## src/rtl/core/trdc_pkg.sv

```systemverilog
// Shared types and codes for the tank refill and drain controller core.
// No dependencies.
package trdc_pkg;

    localparam int CONFIRM_W = 8;
    localparam int TIMEOUT_W = 16;
    localparam int CFG_IDX_W = 2;
    localparam int CFG_DATA_W = 16;

    localparam logic [CFG_IDX_W-1:0] CFG_CONFIRM_SAMPLES = 2'd0;
    localparam logic [CFG_IDX_W-1:0] CFG_REFILL_TIMEOUT = 2'd1;
    localparam logic [CFG_IDX_W-1:0] CFG_HARDWARE_READY = 2'd2;

    localparam logic [CONFIRM_W-1:0] CONFIRM_RESET = 8'd3;
    localparam logic [TIMEOUT_W-1:0] TIMEOUT_RESET = 16'd10000;

    typedef enum logic [2:0] {
        CMD_TICK        = 3'd0,
        CMD_SAMPLE      = 3'd1,
        CMD_START_MON   = 3'd2,
        CMD_STOP_MON    = 3'd3,
        CMD_START_DRAIN = 3'd4,
        CMD_STOP_DRAIN  = 3'd5
    } t_cmd;

    typedef enum logic [1:0] {
        LEV_NONE   = 2'd0,
        LEV_NORMAL = 2'd1,
        LEV_LOW    = 2'd2
    } t_lev;

    typedef enum logic [3:0] {
        ACT_NONE              = 4'd0,
        ACT_REFILL_START      = 4'd1,
        ACT_REFILL_STOP       = 4'd2,
        ACT_INLET_CLOSE_FAIL  = 4'd3,
        ACT_TIMEOUT           = 4'd4,
        ACT_SENSOR_FAIL       = 4'd5,
        ACT_OUTLET_CLOSE_FAIL = 4'd6,
        ACT_INLET_OPEN_FAIL   = 4'd7,
        ACT_DRAIN_START       = 4'd8,
        ACT_DRAIN_FAIL        = 4'd9,
        ACT_DRAIN_STOP        = 4'd10,
        ACT_MON_START         = 4'd11,
        ACT_NOT_READY         = 4'd12,
        ACT_REFILL_IGNORED    = 4'd13,
        ACT_MON_STOP          = 4'd14
    } t_act;

    typedef struct packed {
        logic                 monitor;
        logic                 refill;
        logic                 drain;
        logic                 fault;
        logic                 level_known;
        logic                 last_level;
        logic                 inlet;
        logic                 outlet;
        logic [CONFIRM_W-1:0] low_count;
    } t_state;

    typedef struct packed {
        logic [CONFIRM_W-1:0] confirm_samples;
        logic [TIMEOUT_W-1:0] refill_timeout_ticks;
        logic                 hardware_ready;
    } t_cfg;

endpackage

```

## src/rtl/core/tank_refill_drain_controller_core.sv

```systemverilog
// Tank refill and drain controller: takes one command word per cycle, unless
// the input stalls, and returns one status word per command. A word accepted
// at the input is held in the input register; its result is loaded into the
// result register, which drives the output ports, when that register is
// empty or its word is being taken. A new word is taken every cycle; the
// input stalls only while both registers hold a word and the output is
// stalled. The single next-state pass between the two registers holds all
// per-word logic. Depends on trdc_pkg, trdc_cfg_regs and trdc_step.
module tank_refill_drain_controller_core #(
    parameter int TIMER_BITS = 16
) (
    input  logic                            i_clk,
    input  logic                            i_rst_n,
    input  logic                            i_in_valid,
    output logic                            o_in_stall,
    input  logic [2:0]                      i_command,
    input  logic                            i_level_full,
    input  logic                            i_sensor_error,
    input  logic                            i_inlet_fault,
    input  logic                            i_outlet_fault,
    output logic                            o_out_valid,
    input  logic                            i_out_stall,
    output logic                            o_inlet_open,
    output logic                            o_outlet_open,
    output logic                            o_refilling,
    output logic                            o_draining,
    output logic                            o_fault_latched,
    output logic                            o_monitoring,
    output logic [1:0]                      o_level_event,
    output logic [3:0]                      o_action_event,
    input  logic                            i_cfg_valid,
    output logic                            o_cfg_ready,
    input  logic [trdc_pkg::CFG_IDX_W-1:0]  i_cfg_index,
    input  logic [trdc_pkg::CFG_DATA_W-1:0] i_cfg_data
);

    trdc_pkg::t_cfg        cfg;
    trdc_pkg::t_state      r_state;
    trdc_pkg::t_state      n_state;
    logic [TIMER_BITS-1:0] r_elapsed;
    logic [TIMER_BITS-1:0] n_elapsed;
    trdc_pkg::t_lev        n_lev;
    trdc_pkg::t_act        n_act;

    logic                  r_in_valid;
    logic [2:0]            r_command;
    logic                  r_level_full;
    logic                  r_sensor_error;
    logic                  r_inlet_fault;
    logic                  r_outlet_fault;

    logic                  r_out_valid;
    trdc_pkg::t_state      r_out_state;
    trdc_pkg::t_lev        r_out_lev;
    trdc_pkg::t_act        r_out_act;

    logic                  advance;
    logic                  in_take;

    trdc_cfg_regs u_cfg (
        .i_clk       (i_clk),
        .i_rst_n     (i_rst_n),
        .i_cfg_valid (i_cfg_valid),
        .o_cfg_ready (o_cfg_ready),
        .i_cfg_index (i_cfg_index),
        .i_cfg_data  (i_cfg_data),
        .o_cfg       (cfg)
    );

    trdc_step #(
        .TIMER_BITS (TIMER_BITS)
    ) u_step (
        .i_state        (r_state),
        .i_elapsed      (r_elapsed),
        .i_cfg          (cfg),
        .i_command      (r_command),
        .i_level_full   (r_level_full),
        .i_sensor_error (r_sensor_error),
        .i_inlet_fault  (r_inlet_fault),
        .i_outlet_fault (r_outlet_fault),
        .o_state        (n_state),
        .o_elapsed      (n_elapsed),
        .o_level_event  (n_lev),
        .o_action_event (n_act)
    );

    assign advance    = r_in_valid && (!r_out_valid || !i_out_stall);
    assign o_in_stall = r_in_valid && r_out_valid && i_out_stall;
    assign in_take    = i_in_valid && !o_in_stall;

    always_ff @(posedge i_clk) begin
        if (!i_rst_n) begin
            r_in_valid <= 1'b0;
        end else if (in_take) begin
            r_in_valid <= 1'b1;
        end else if (advance) begin
            r_in_valid <= 1'b0;
        end
    end

    always_ff @(posedge i_clk) begin
        if (in_take) begin
            r_command      <= i_command;
            r_level_full   <= i_level_full;
            r_sensor_error <= i_sensor_error;
            r_inlet_fault  <= i_inlet_fault;
            r_outlet_fault <= i_outlet_fault;
        end
    end

    always_ff @(posedge i_clk) begin
        if (!i_rst_n) begin
            r_state   <= '0;
            r_elapsed <= '0;
        end else if (advance) begin
            r_state   <= n_state;
            r_elapsed <= n_elapsed;
        end
    end

    always_ff @(posedge i_clk) begin
        if (!i_rst_n) begin
            r_out_valid <= 1'b0;
        end else if (advance) begin
            r_out_valid <= 1'b1;
        end else if (!i_out_stall) begin
            r_out_valid <= 1'b0;
        end
    end

    always_ff @(posedge i_clk) begin
        if (advance) begin
            r_out_state <= n_state;
            r_out_lev   <= n_lev;
            r_out_act   <= n_act;
        end
    end

    assign o_out_valid     = r_out_valid;
    assign o_inlet_open    = r_out_state.inlet;
    assign o_outlet_open   = r_out_state.outlet;
    assign o_refilling     = r_out_state.refill;
    assign o_draining      = r_out_state.drain;
    assign o_fault_latched = r_out_state.fault;
    assign o_monitoring    = r_out_state.monitor;
    assign o_level_event   = r_out_lev;
    assign o_action_event  = r_out_act;

endmodule

```

## src/rtl/core/trdc_cfg_regs.sv

```systemverilog
// Configuration register file of the tank refill and drain controller core.
// Depends on trdc_pkg.
module trdc_cfg_regs (
    input  logic                              i_clk,
    input  logic                              i_rst_n,
    input  logic                              i_cfg_valid,
    output logic                              o_cfg_ready,
    input  logic [trdc_pkg::CFG_IDX_W-1:0]    i_cfg_index,
    input  logic [trdc_pkg::CFG_DATA_W-1:0]   i_cfg_data,
    output trdc_pkg::t_cfg                    o_cfg
);

    trdc_pkg::t_cfg r_cfg;

    assign o_cfg_ready = 1'b1;
    assign o_cfg = r_cfg;

    always_ff @(posedge i_clk) begin
        if (!i_rst_n) begin
            r_cfg.confirm_samples      <= trdc_pkg::CONFIRM_RESET;
            r_cfg.refill_timeout_ticks <= trdc_pkg::TIMEOUT_RESET;
            r_cfg.hardware_ready       <= 1'b1;
        end else if (i_cfg_valid && o_cfg_ready) begin
            case (i_cfg_index)
                trdc_pkg::CFG_CONFIRM_SAMPLES: begin
                    r_cfg.confirm_samples <= i_cfg_data[trdc_pkg::CONFIRM_W-1:0];
                end
                trdc_pkg::CFG_REFILL_TIMEOUT: begin
                    r_cfg.refill_timeout_ticks <= i_cfg_data[trdc_pkg::TIMEOUT_W-1:0];
                end
                trdc_pkg::CFG_HARDWARE_READY: begin
                    r_cfg.hardware_ready <= i_cfg_data[0];
                end
                default: begin
                end
            endcase
        end
    end

endmodule

```

## src/rtl/core/trdc_step.sv

```systemverilog
// Next-state and event logic for one command word of the tank controller.
// Purely combinational; depends on trdc_pkg.
module trdc_step #(
    parameter int TIMER_BITS = 16
) (
    input  trdc_pkg::t_state         i_state,
    input  logic [TIMER_BITS-1:0]    i_elapsed,
    input  trdc_pkg::t_cfg           i_cfg,
    input  logic [2:0]               i_command,
    input  logic                     i_level_full,
    input  logic                     i_sensor_error,
    input  logic                     i_inlet_fault,
    input  logic                     i_outlet_fault,
    output trdc_pkg::t_state         o_state,
    output logic [TIMER_BITS-1:0]    o_elapsed,
    output trdc_pkg::t_lev           o_level_event,
    output trdc_pkg::t_act           o_action_event
);

    localparam int CMP_W = (TIMER_BITS > trdc_pkg::TIMEOUT_W) ? TIMER_BITS
                                                               : trdc_pkg::TIMEOUT_W;

    typedef struct packed {
        trdc_pkg::t_state st;
        trdc_pkg::t_act   act;
        trdc_pkg::t_lev   lev;
    } t_chk;

    // drop the refill; close the inlet unless it has failed
    function automatic trdc_pkg::t_state end_st(input trdc_pkg::t_state s,
                                                input logic in_fail);
        trdc_pkg::t_state r;
        r = s;
        if (!in_fail) r.inlet = 1'b0;
        r.refill = 1'b0;
        return r;
    endfunction

    function automatic trdc_pkg::t_act end_code(input trdc_pkg::t_state s,
                                                input logic in_fail);
        if (!s.refill) return trdc_pkg::ACT_NONE;
        return in_fail ? trdc_pkg::ACT_INLET_CLOSE_FAIL : trdc_pkg::ACT_REFILL_STOP;
    endfunction

    function automatic t_chk check_level(input trdc_pkg::t_state s,
                                         input logic full,
                                         input logic err,
                                         input logic [trdc_pkg::CONFIRM_W-1:0] confirm,
                                         input logic in_fail,
                                         input logic out_fail);
        t_chk r;
        r.st  = s;
        r.act = trdc_pkg::ACT_NONE;
        r.lev = trdc_pkg::LEV_NONE;
        if (s.drain) return r;
        if (err) begin
            r.act = (s.refill && in_fail) ? trdc_pkg::ACT_INLET_CLOSE_FAIL
                                          : trdc_pkg::ACT_SENSOR_FAIL;
            r.st = end_st(s, in_fail);
            r.st.monitor = 1'b0;
            return r;
        end
        if (!s.level_known || (full != s.last_level)) begin
            r.lev = full ? trdc_pkg::LEV_NORMAL : trdc_pkg::LEV_LOW;
            r.st.last_level  = full;
            r.st.level_known = 1'b1;
        end
        if (full) begin
            r.st.low_count = '0;
            if (s.refill) begin
                r.act = end_code(r.st, in_fail);
                r.st  = end_st(r.st, in_fail);
            end
            r.st.fault = 1'b0;
            return r;
        end
        if (r.st.low_count < confirm) r.st.low_count = r.st.low_count + 1'b1;
        if ((r.st.low_count >= confirm) && !r.st.refill && !r.st.fault) begin
            if (out_fail) begin
                r.st.fault = 1'b1;
                r.act = trdc_pkg::ACT_OUTLET_CLOSE_FAIL;
            end else begin
                r.st.outlet = 1'b0;
                if (in_fail) begin
                    r.st.fault = 1'b1;
                    r.act = trdc_pkg::ACT_INLET_OPEN_FAIL;
                end else begin
                    r.st.inlet  = 1'b1;
                    r.st.refill = 1'b1;
                    r.act = trdc_pkg::ACT_REFILL_START;
                end
            end
        end
        return r;
    endfunction

    logic                  in_fail;
    logic                  out_fail;
    logic [TIMER_BITS-1:0] elapsed_inc;
    logic                  timed_out;
    t_chk                  chk;
    trdc_pkg::t_act        stop_code;
    trdc_pkg::t_state      st;
    logic [TIMER_BITS-1:0] el;
    trdc_pkg::t_lev        lev;
    trdc_pkg::t_act        act;

    assign in_fail  = i_inlet_fault || !i_cfg.hardware_ready;
    assign out_fail = i_outlet_fault || !i_cfg.hardware_ready;
    assign elapsed_inc = (i_elapsed == '1) ? i_elapsed : i_elapsed + 1'b1;
    assign timed_out = CMP_W'(elapsed_inc) >= CMP_W'(i_cfg.refill_timeout_ticks);

    always_comb begin
        st  = i_state;
        el  = i_elapsed;
        lev = trdc_pkg::LEV_NONE;
        act = trdc_pkg::ACT_NONE;
        chk = '0;
        stop_code = end_code(i_state, in_fail);
        case (trdc_pkg::t_cmd'(i_command))
            trdc_pkg::CMD_TICK: begin
                if (i_state.refill) begin
                    el = elapsed_inc;
                    if (timed_out) begin
                        st.fault = 1'b1;
                        st = end_st(st, in_fail);
                        act = in_fail ? trdc_pkg::ACT_INLET_CLOSE_FAIL
                                      : trdc_pkg::ACT_TIMEOUT;
                    end
                end
            end
            trdc_pkg::CMD_SAMPLE: begin
                if (i_state.monitor) begin
                    chk = check_level(i_state, i_level_full, i_sensor_error,
                                      i_cfg.confirm_samples, in_fail, out_fail);
                    st  = chk.st;
                    act = chk.act;
                    lev = chk.lev;
                end
            end
            trdc_pkg::CMD_START_MON: begin
                if (!i_cfg.hardware_ready) begin
                    act = trdc_pkg::ACT_NOT_READY;
                end else begin
                    st.monitor     = 1'b1;
                    st.level_known = 1'b0;
                    st.low_count   = '0;
                    st.fault       = 1'b0;
                    chk = check_level(st, i_level_full, i_sensor_error,
                                      i_cfg.confirm_samples, in_fail, out_fail);
                    st  = chk.st;
                    lev = chk.lev;
                    act = (chk.act != trdc_pkg::ACT_NONE) ? chk.act
                                                          : trdc_pkg::ACT_MON_START;
                end
            end
            trdc_pkg::CMD_STOP_MON: begin
                st.monitor = 1'b0;
                st = end_st(st, in_fail);
                act = (stop_code != trdc_pkg::ACT_NONE) ? stop_code
                                                        : trdc_pkg::ACT_MON_STOP;
            end
            trdc_pkg::CMD_START_DRAIN: begin
                st = end_st(st, in_fail);
                if (!out_fail) begin
                    st.outlet = 1'b1;
                    st.drain  = 1'b1;
                    act = trdc_pkg::ACT_DRAIN_START;
                end else begin
                    st.drain = 1'b0;
                    act = trdc_pkg::ACT_DRAIN_FAIL;
                end
                if (stop_code == trdc_pkg::ACT_INLET_CLOSE_FAIL) act = stop_code;
            end
            trdc_pkg::CMD_STOP_DRAIN: begin
                if (!out_fail) st.outlet = 1'b0;
                st.drain = 1'b0;
                act = trdc_pkg::ACT_DRAIN_STOP;
            end
            default: begin
            end
        endcase
        // timer only runs during a refill
        if (!st.refill) el = '0;
    end

    assign o_state        = st;
    assign o_elapsed      = el;
    assign o_level_event  = lev;
    assign o_action_event = act;

endmodule

```

## config.mk

```make
export PLATFORM = sky130hd
export DESIGN_NAME = tank_refill_drain_controller_core
export DESIGN_NICKNAME = d
export VERILOG_FILES = /design/src/rtl/core/trdc_pkg.sv /design/src/rtl/core/tank_refill_drain_controller_core.sv /design/src/rtl/core/trdc_cfg_regs.sv /design/src/rtl/core/trdc_step.sv
export SDC_FILE = /design/constraint.sdc
export NUM_CORES = 1
export LEC_CHECK = 0
export BUFFER_PORTS_ARGS = -buffer_cell sky130_fd_sc_hd__buf_2
export CAP_MARGIN = 15
export CELL_PAD_IN_SITES_DETAIL_PLACEMENT = 1
export CELL_PAD_IN_SITES_GLOBAL_PLACEMENT = 1
export CORE_ASPECT_RATIO = 1.2
export CORE_MARGIN = 8
export CORE_UTILIZATION = 46
export DETAILED_ROUTE_END_ITERATION = 16
export GPL_TIMING_DRIVEN = 0
export MAX_ROUTING_LAYER = met4
export PLACE_DENSITY_LB_ADDON = 0.1
export SYNTH_ARGS = -nofsm -noshare
export SYNTH_HDL_FRONTEND = slang
export SYNTH_SLANG_ARGS = --single-unit
```

## constraint.sdc

```tcl
create_clock -name i_clk -period 4.7 [get_ports i_clk]
set_clock_uncertainty 0.15 [all_clocks]
set_input_delay 1.175 -clock i_clk [delete_from_list [all_inputs] [get_ports i_clk]]
set_output_delay 1.175 -clock i_clk [all_outputs]
set_load 0.05 [all_outputs]
```

==> impl_metrics.csv, run 1 <==
group,metric,value,unit
setup_path,crit_slowest_cell,"edfxtp_1",
clock_tree,tritoncts,"done",
placement,hpwl,11.8,mm
cells_and_area,fin_nets,733,
synthesis,synth_edf_count,19,
setup_path,path_cells,"buf_4, buf_2, nor2b_2, ha_1, a21o_1, a21o_1, a211oi_2, nand3_1, xnor2_1, nor2_1, ha_1, a21o_1, a21oi_2, o21ai_2, o211a_4, a211oi_4, buf_12, buf_4, a211oi_1, a21o_1",
outcome,status,"complete, no violations",
cells_and_area,syn2layout_area_growth,15.9,%
clock_tree,h-tree-depth,3,
timing,tightest_slew,0.781,ns
clock_tree,insertion_delay,0.35,ns
setup_path,startpoint_type,"flop",
die,die_w,112,µm
cells_and_area,diodes,0,
route,wl_per_cell,19.3,µm
cells_and_area,post-route-util,54.1,%
global_routing,grt_pass1_wl,25.4,mm
timing,maxSlewViolCount,0,
synthesis,ys.flop_type,"dfxtp_1",
global_routing,grt_use_total,22.6,%
die,fp.coreArea,10900,µm²
job,cap_violations,0,
timing,fin_crit,4.47,ns
synthesis,synth_nets,673,
clock_tree,cts.path.max_buffers,2,
synthesis,ys_seq_elements,78,
timing,rsz0062_at_grt,"false",
setup_path,reg2reg_slack,0.23,ns
clock_tree,cts_root_buf,"clkbuf_16",
placement,port_buffers,42,
setup_path,critical_path_class,"reg2reg",
synthesis,ys_seq_area_share,34.5,%
global_routing,grt_pass1_vias,5071,
route,via_per_inst,5.89,
timing,fin_crit_sh,95.0,%
timing,whs,0.314,ns
timing,slew_headroom,47.8,%
die,dieHeight,131,µm
setup_path,cpMostUsedCell,"a21o_1",
global_routing,grt_max_degree,20,
timing,setup_ws,0.235,ns
synthesis,avgSynthCellArea,8.33,µm²
cells_and_area,drive_above_1_share,14.8,%
die,fp.dieArea,14700,µm²
die,start_util,46.7,%
route,dr.pass1.iters,4,
clock_tree,path_clk_slew,0.06,ns
setup_path,required,4.79,ns
global_routing,grt_overflow,0,
route,drtIter0Drc,202,
setup_path,critPathCaptureType,"flop",
route,drtAntennaViolNets,0,
global_routing,antenna_found_initial,0,
setup_path,cpPeakStageDelay,0.40,ns
clock_tree,cts_buffers,9,
power,leakagePower,2.50,nW
synthesis,synth_warnings,0,
setup_path,crit_fanout,10,
worst_hold_path,hold_class,"reg2reg",
clock_tree,clkSinkCount,78,
timing,hold_viol_final,0,
placement,gp_congestion,0.940,
route,vias,4750,
synthesis,async_reset_ff_share,0,%
placement,pre_cts_ws,-0.842,ns
cells_and_area,fill_cells,1315,
power,irDropWorstVdd,0.154,mV
synthesis,syn_inst,609,
synthesis,syn_area,5070,µm²
timing,clock.fmax,224,MHz
die,rows,42,
route,drc_errors,0,
synthesis,ys_types,77,
die,io_pins,45,
power,pwr_density_cell,285,nW/µm²
timing,setup_viol,0,
route,routed_wl,15.5,mm
setup_path,cp.arrival,4.56,ns
[per-layer routing]
layer | vias to the layer above | GRT usage, % | share of wire [%]
met5 | - | - | 0
met1 | 2337 | 23.6 | 41
met4 | 0 | 8.46 | 2.4
met2 | 78 | 42.5 | 54
met3 | 26 | 3.35 | 2.7
li1 | 2309 | - | -
[cell families (layout without fill, tap and decap cells)]
kind of cell               count (synthesis)  after routing  share of synthesized area, %
and+or+nand+nor                          245            245                          24.5
AOI/OAI and AO/OA                        170            170                          23.8
DFF                                       78             78                          34.5
buffers and inverters                     60            125                          4.91
adders and majority gates                 34             34                          8.38
xor gates and xnor gates                  14             14                          2.42
muxes                                      7              7                          1.45
other                                      1              1                        0.0739
[worst max-delay path, delay by kind of cell (launching register included)]
kind | cells | cell delay, ns
flops | 1 | 0.40
simple gates | 3 | 0.45
buf+inv | 4 | 0.70
xor+xnor | 1 | 0.17
compound gates | 10 | 1.93
fa+ha+maj | 2 | 0.56
[synth_stat cells, types with 7 or more instances]
master / count / area, µm²
and3_1: 9 / 56.3
a21boi_0: 14 / 105
o211ai_1: 8 / 60.1
nand3_1: 19 / 95.1
o21a_1: 9 / 67.6
nand2b_1: 13 / 81.3
nor2b_1: 23 / 144
inv_1: 34 / 128
nand2_1: 80 / 300
o21ai_0: 19 / 95.1
xnor2_1: 9 / 78.8
edfxtp_1: 19 / 571
nor3_1: 7 / 35.0
nor2_1: 49 / 184
a21o_1: 14 / 105
ha_1: 34 / 425
clkbuf_1: 16 / 60.1
a22o_1: 12 / 105
nand4_1: 9 / 56.3
dfxtp_1: 59 / 1180
a21oi_1: 44 / 220
[final cells by class]
type / count / area (µm²) / area share (%)
Buffer: 25 / 121 / 2.06
Clock inverter: 2 / 36.3 / 0.617
Inverter: 35 / 131 / 2.23
Clock buffer: 14 / 275 / 4.68
Sequential cell: 78 / 1750 / 29.8
Multi-Input combinational cell: 471 / 3120 / 53.1
Timing Repair Buffer: 49 / 275 / 4.68
Tap cell: 132 / 165 / 2.81
[where the power goes]
part	internal, W	leakage [nW]	switching, W
logic	0.0000683	1.69	0.000139
clock network	0.000460	0.153	0.000287
registers	0.000711	0.660	0.0000125
[sequential cells by signal, indices dropped and copies added (netlist names), 2 cells and up]
name / count
r_command: 3
r_elapsed: 16
o_action_event: 4
r_state: 16
u_cfg.o_cfg: 25
o_level_event: 2
[layout by cell type, fill, tap and decap left out, types with 4 or more instances in the layout]
cell	n
clkbuf_1	19
or2_2	4
nor2b_1	21
a21oi_2	4
and3_1	9
a211oi_1	6
ha_1	34
nor3_1	6
clkbuf_16	10
o21ai_0	17
edfxtp_1	19
mux2i_1	4
nand2_1	80
nor2_1	49
nand3_1	19
inv_1	34
nand2b_1	13
a31oi_1	5
dfxtp_1	59
xor2_1	5
buf_2	46
nor3b_1	5
nor4_1	4
buf_4	8
a21oi_1	42
xnor2_1	8
a22o_1	12
or3_1	6
a21boi_0	14
o21ai_1	7
o21a_1	9
o211ai_1	8
a21o_1	14
nand4_1	9
[timing repair]
action,in CTS,in global routing
cloned,0,0
setup endpoints to repair,27,21
endpoints found under the hold margin,0,0
resized for setup,7,7
setup buffers,5,2
hold buffers,0,0
pin swaps,3,2
[final timing paths]
kind,startpoint,end,cells after the start
setup / recovery,r_level_full,r_elapsed[4],20
hold reg to reg,u_cfg.o_cfg[4],u_cfg.o_cfg[4],2
hold / removal,u_cfg.o_cfg[4],u_cfg.o_cfg[4],2
setup reg to reg,r_level_full,r_elapsed[4],20
[per-stage QoR]
| stage | area [µm²] | power, W | std cells | TNS, ns |
|---|---|---|---|---|
| detailed placement | 5450 | 0.000940 | 783 | -16.84 |
| CTS | 5830 | 0.00169 | 804 | 0 |
| floorplan | 5070 | 0.000873 | 609 | 0 |
| global placement | 5450 | 0.000934 | 783 | -13.87 |
| global route | 5880 | 0.00173 | 806 | 0 |
| finish | 5880 | 0.00168 | 806 | 0 |
(Power assumes the default switching activity.)
==> run 2: changes to the inputs <==
Settings changed: ABC_AREA set to 1, CORE_UTILIZATION 46 to 44.
Clock period 4.7 ns to 4.8 ns, I/O delays scaled along.
==> impl_metrics.csv, run 2 <==
group,metric,value,unit
outcome,status,"complete, no violations",
clock_tree,insertion_delay,0.34,ns
route,via_per_inst,5.33,
cells_and_area,post-route-util,51.1,%
power,leakagePower,2.66,nW
die,dieHeight,134,µm
setup_path,critPathCaptureType,"flop",
route,drtAntennaViolNets,0,
synthesis,async_reset_ff_share,0,%
cells_and_area,final_common_cell,"nand2_1",
synthesis,yosysTopAreaCell,"dfxtp_1",
timing,fin_crit_sh,89.4,%
timing,tns,0,ns
setup_path,critical_path_class,"reg2reg",
die,rows,43,
worst_hold_path,hold_class,"reg2reg",
clock_tree,cts.path.max_buffers,2,
cells_and_area,fin_nets,858,
power,total_power,0.00168,W
cells_and_area,final_cell_mix,"172 x nand2_1, 109 x inv_1, 75 x a21oi_1",
die,die_w,115,µm
cells_and_area,diodes,0,
synthesis,synth_edf_count,19,
synthesis,avgSynthCellArea,6.93,µm²
die,io_pins,45,
synthesis,synth_common_cells,"172 x nand2_1, 110 x inv_1, 75 x a21oi_1",
die,fp.coreArea,11500,µm²
clock_tree,tritoncts,"done",
cells_and_area,drive_above_1_share,11.9,%
power,pwr_density_cell,286,nW/µm²
timing,tightest_slew,0.749,ns
timing,whs,0.318,ns
clock_tree,cts_root_buf,"clkbuf_16",
synthesis,synth_top_cell_area_share,23.0,%
setup_path,cpPeakStageDelay,0.48,ns
placement,dpl_cell_area,5540,µm²
timing,maxSlewViolCount,0,
synthesis,syn_inst,740,
power,irDropWorstVdd,0.174,mV
timing,slew_headroom,49.7,%
synthesis,synth.most_common_cell,"nand2_1",
route,drc_errors,0,
timing,rsz0062_at_grt,"false",
placement,port_buffers,43,
global_routing,grt_use_total,22.6,%
clock_tree,cts_buffers,9,
setup_path,r2r-start,"r_level_full",
global_routing,grt_pass1_vias,5373,
worst_hold_path,min_from,"r_state[2]",
synthesis,ys_seq_elements,78,
global_routing,grt_pass1_wl,26.7,mm
timing,setup_viol,0,
setup_path,crit_fanout,10,
setup_path,cpMostUsedCell,"nand2_1",
cells_and_area,largest_reg_flops,25,
route,wl_per_cell,17.0,µm
synthesis,synth_nets,804,
setup_path,cp-startpoint,"r_level_full",
global_routing,antenna_found_initial,0,
synthesis,syn_area,5130,µm²
route,routed_wl,16.2,mm
clock_tree,h-tree-depth,3,
synthesis,ys_top_cells_by_area,"dfxtp_1 23%, nand2_1 13%, edfxtp_1 11%, ha_1 8.3%, inv_1 8.1%",
synthesis,ys_seq_area_share,34.2,%
route,drtIter0Drc,170,
clock_tree,clkSinkCount,78,
placement,hpwl,12.9,mm
timing,fin_crit,4.29,ns
route,dr.pass1.iters,5,
setup_path,required,4.92,ns
die,start_util,44.8,%
global_routing,grt_overflow,0,
placement,gp_congestion,0.933,
route,vias,5100,
timing,hold_viol_final,0,
timing,clock.fmax,233,MHz
synthesis,synth_warnings,0,
synthesis,ys_types,46,
global_routing,grt_max_degree,21,
cells_and_area,syn2layout_area_growth,14.2,%
setup_path,crit_slowest_cell,"edfxtp_1",
job,cap_violations,0,
synthesis,ys.flop_type,"dfxtp_1",
setup_path,cp.arrival,4.41,ns
die,fp.dieArea,15400,µm²
setup_path,startpoint_type,"flop",
cells_and_area,fin_area,5860,µm²
clock_tree,path_clk_slew,0.06,ns
==> run 2: final timing paths <==
check                 end  slack [ns]  cells past startpoint
max          r_elapsed[1]        0.51                     29
min            r_state[2]        0.32                      2
max reg2reg  r_elapsed[1]        0.51                     29
min reg2reg    r_state[2]        0.32                      2
==> run 2: routing by layer <==
metal  track usage, %  vias to the layer above  share of wire, %
met3             3.64                       26               2.9
met1             24.7                     2448                42
li1                 -                     2544                 -
met5                -                        -                 0
met2             40.2                       82                53
met4             8.08                        0               2.3
==> run 2: kinds of logic (layout without fill, tap and decap cells) <==
family,count (synthesis),in the layout,share of synthesized area [%]
fa+ha+maj,34,34,8.29
buf+inv,140,199,10.9
other cells,1,1,0.0731
flops,78,78,34.2
compound gates,153,153,16.4
xor+xnor,15,15,2.56
simple gates,319,319,27.6
==> run 2: final cells by class <==
| cell class | instances | area, µm² |
|---|---|---|
| flip-flops and latches | 78 | 1750 |
| plain buffers | 19 | 108 |
| inverters | 121 | 457 |
| repair buffers | 43 | 215 |
| clock inverters | 4 | 52.6 |
| fillers | 1555 | 5600 |
| well taps | 157 | 196 |
| clock buffers | 12 | 259 |
| multi-input cells | 522 | 2820 |
==> run 2: worst max-delay path, delay by kind of cell, from the launching register on <==
kind	cells	cell delay (ns)
xor gates and xnor gates	1	0.17
and+or+nand+nor	17	1.62
AOI/OAI and AO/OA	3	0.42
DFF	1	0.48
adders and majority gates	2	0.54
buffers and inverters	6	0.82
==> run 2: timing repair <==
action / CTS / global route
setup endpoints to repair: 0 / 13
setup buffers: 0 / 0
gates resized for setup: 0 / 5
hold buffers: 0 / 0
==> run 2: report_power, final <==
group | switching [W] | internal, W | leakage [nW]
Sequential | 0.0000157 | 0.000701 | 0.664
Combinational | 0.000166 | 0.0000682 | 1.84
Clock | 0.000289 | 0.000438 | 0.151
==> run 2: stage by stage <==
| step | setup slack [ns] | std cells |
|---|---|---|
| 2_1_floorplan | 1.29 | 740 |
| 3_3_place_gp | 0.491 | 940 |
| 3_5_place_dp | 0.370 | 940 |
| 4_1_cts | 0.328 | 956 |
| 5_1_grt | 0.0314 | 956 |
| 6_report | 0.510 | 956 |
==> run 3: changes to the inputs <==
Settings changed: CORE_UTILIZATION 44 to 30, PLACE_DENSITY set to 0.57, PLACE_DENSITY_LB_ADDON 0.1 to unset, SYNTH_HIERARCHICAL set to 1.
==> impl_metrics.csv, run 3 <==
group,metric,value,unit
clock_tree,cts_root_buf,"clkbuf_16",
die,io_pins,45,
setup_path,cpPeakStageDelay,0.38,ns
timing,clock.fmax,230,MHz
setup_path,crit_slowest_cell,"edfxtp_1",
die,dieHeight,173,µm
synthesis,synth.most_common_cell,"nand2_1",
synthesis,synthSimpleGateAreaFrac,36.6,%
synthesis,async_reset_ff_share,0,%
setup_path,required,4.89,ns
global_routing,grt_overflow,0,
route,vias,5976,
synthesis,synthMuxAreaShare,0,%
setup_path,cp-startpoint,"r_level_full",
synthesis,synth_edf_count,19,
setup_path,path_buf_inv,8,
power,leakagePower,3.54,nW
synthesis,synth-adder-area-share,6.94,%
setup_path,r2r-end,"r_elapsed[4]",
timing,setup_viol,0,
die,rows,57,
timing,fin_crit,4.35,ns
route,drtIter0Drc,210,
timing,fin_crit_sh,90.7,%
clock_tree,cts.path.max_buffers,2,
global_routing,antenna_found_initial,0,
die,fp.dieArea,25300,µm²
timing,hold_viol_final,0,
cells_and_area,drive_above_1_share,13.7,%
timing,rsz0062_at_grt,"false",
setup_path,critical_path_class,"reg2reg",
synthesis,synth_top_family_by_area,"simple AND/OR/NAND/NOR gates",
cells_and_area,fill_cells,2667,
synthesis,syn_inst,967,
timing,tightest_slew,0.594,ns
setup_path,r2r_cells,30,
cells_and_area,fin_nets,1086,
route,drtAntennaViolNets,0,
route,routed_wl,19.8,mm
clock_tree,clkSinkCount,78,
job,cap_violations,0,
synthesis,ys.flop_type,"dfxtp_1",
synthesis,synth_nets,1031,
clock_tree,path_clk_slew,0.07,ns
setup_path,crit_fanout,11,
synthesis,yosysTopAreaCell,"dfxtp_1",
placement,dpl_cell_area,6680,µm²
synthesis,ys_seq_area_share,28.6,%
route,wl_per_cell,15.3,µm
global_routing,grt_use_total,16.2,%
clock_tree,insertion_delay,0.35,ns
global_routing,grt_pass1_wl,32.1,mm
placement,port_buffers,41,
die,start_util,30.4,%
die,die_w,147,µm
setup_path,reg2reg_slack,0.45,ns
timing,tns,0,ns
cells_and_area,diodes,0,
cells_and_area,final_cell_mix,"258 x nand2_1, 162 x inv_1, 108 x nor2_1",
setup_path,startpoint_type,"flop",
synthesis,avgSynthCellArea,6.34,µm²
synthesis,synth_warnings,6,
synthesis,ys_types,47,
synthesis,synth_top_cell_area_share,19.3,%
setup_path,r2r-start,"r_level_full",
setup_path,cp_top_family,"simple AND/OR/NAND/NOR gates",
clock_tree,cts_buffers,9,
placement,gp_congestion,0.833,
placement,hpwl,15.9,mm
worst_hold_path,hold_class,"reg2reg",
setup_path,cpMostUsedCell,"nand2_1",
global_routing,grt_max_degree,15,
power,pwr_density_cell,297,nW/µm²
clock_tree,tritoncts,"done",
setup_path,critPathCaptureType,"flop",
timing,slew_headroom,60.4,%
synthesis,syn_area,6130,µm²
synthesis,ys_seq_elements,78,
setup_path,cp.arrival,4.44,ns
route,via_per_inst,4.63,
cells_and_area,syn2layout_area_growth,15.3,%
synthesis,synth-xor-area-share,1.98,%
synthesis,synth_common_cells,"258 x nand2_1, 162 x inv_1, 108 x nor2_1",
clock_tree,h-tree-depth,3,
cells_and_area,fin_area,7070,µm²
cells_and_area,largest_reg_flops,25,
die,fp.coreArea,20200,µm²
route,drc_errors,0,
setup_path,crit_cells,30,
outcome,status,"complete, no violations",
global_routing,grt_pass1_vias,6204,
synthesis,ys_top_cells_by_area,"dfxtp_1 19%, nand2_1 16%, inv_1 9.9%, edfxtp_1 9.3%, ha_1 6.9%",
timing,maxSlewViolCount,0,
synthesis,synth-compound-area-share,10.8,%
power,irDropWorstVdd,0.147,mV
route,dr.pass1.iters,4,
cells_and_area,final_common_cell,"nand2_1",
setup_path,crit_end,"r_elapsed[4]",
run 3: tightest hold or removal path, stage by stage (launching register included):
cell and delay, ns:
dfxtp_1 0.33, nand2_1 0.05, nand3_1 0.05
run 3: layout make-up:
cell class	instances	area [µm²]	area share (%)
tap	265	332	4.69
buffer	35	258	3.65
multi-input combinational	677	3460	49.0
timing repair buffer	44	228	3.22
clock buffer	9	225	3.19
sequential	78	1750	24.8
clock inverter	7	145	2.05
inverter	177	664	9.40
run 3: power by group:
group,switching [W],internal [W],total [W]
clock network,0.000301,0.000564,0.000865
logic,0.000317,0.000168,0.000485
registers,0.0000363,0.000714,0.000750
run 3: kinds of logic after synthesis:
| family | count (synthesis) |
|---|---|
| simple gates | 508 |
| buf+inv | 212 |
| compound gates | 121 |
| flops | 78 |
| fa+ha+maj | 34 |
| xor+xnor | 13 |
| other cells | 1 |
run 3: metrics by stage:
| stage | hold slack [ns] | power (W) | std cells | utilization [%] | setup WS [ns] |
|---|---|---|---|---|---|
| after global routing | 0.346 | 0.00223 | 1292 | 35.0 | 0.0572 |
| after global placement | 0.292 | 0.00125 | 1273 | 33.0 | 0.260 |
| final | 0.315 | 0.00210 | 1292 | 35.0 | 0.448 |
| after CTS | 0.324 | 0.00213 | 1290 | 34.9 | 0.239 |
| after floorplan | 0.279 | 0.00111 | 967 | - | 1.14 |
| after detailed placement | 0.307 | 0.00125 | 1274 | 33.1 | 0.253 |
run 3: metal layers:
| metal | track usage, % | vias up | wire length (µm) |
|---|---|---|---|
| li1 | - | 3148 | - |
| met1 | 17.8 | 2778 | 8710 |
| met2 | 29.6 | 37 | 10400 |
| met3 | 2.43 | 13 | 326 |
| met4 | 4.39 | 0 | 314 |
| met5 | - | - | 0 |
run 3: what timing repair did:
item                       4_1_cts  5_1_grt
resized for setup                0        1
hold buffers                     0        0
setup endpoints to repair        0       11
buffers inserted                 0        2
run 3: worst min-delay path by stage:
stage                          from              end  slack, ns  depth (start not counted)
floorplan           u_cfg/o_cfg[18]  u_cfg/o_cfg[18]       0.28                          2
global placement    u_cfg/o_cfg[18]  u_cfg/o_cfg[18]       0.29                          2
detailed placement   u_cfg/o_cfg[9]   u_cfg/o_cfg[9]       0.31                          2
CTS                  u_cfg/o_cfg[9]   u_cfg/o_cfg[9]       0.32                          2
global route        u_cfg/o_cfg[18]  u_cfg/o_cfg[18]       0.35                          2
finish              u_cfg/o_cfg[18]  u_cfg/o_cfg[18]       0.32                          2
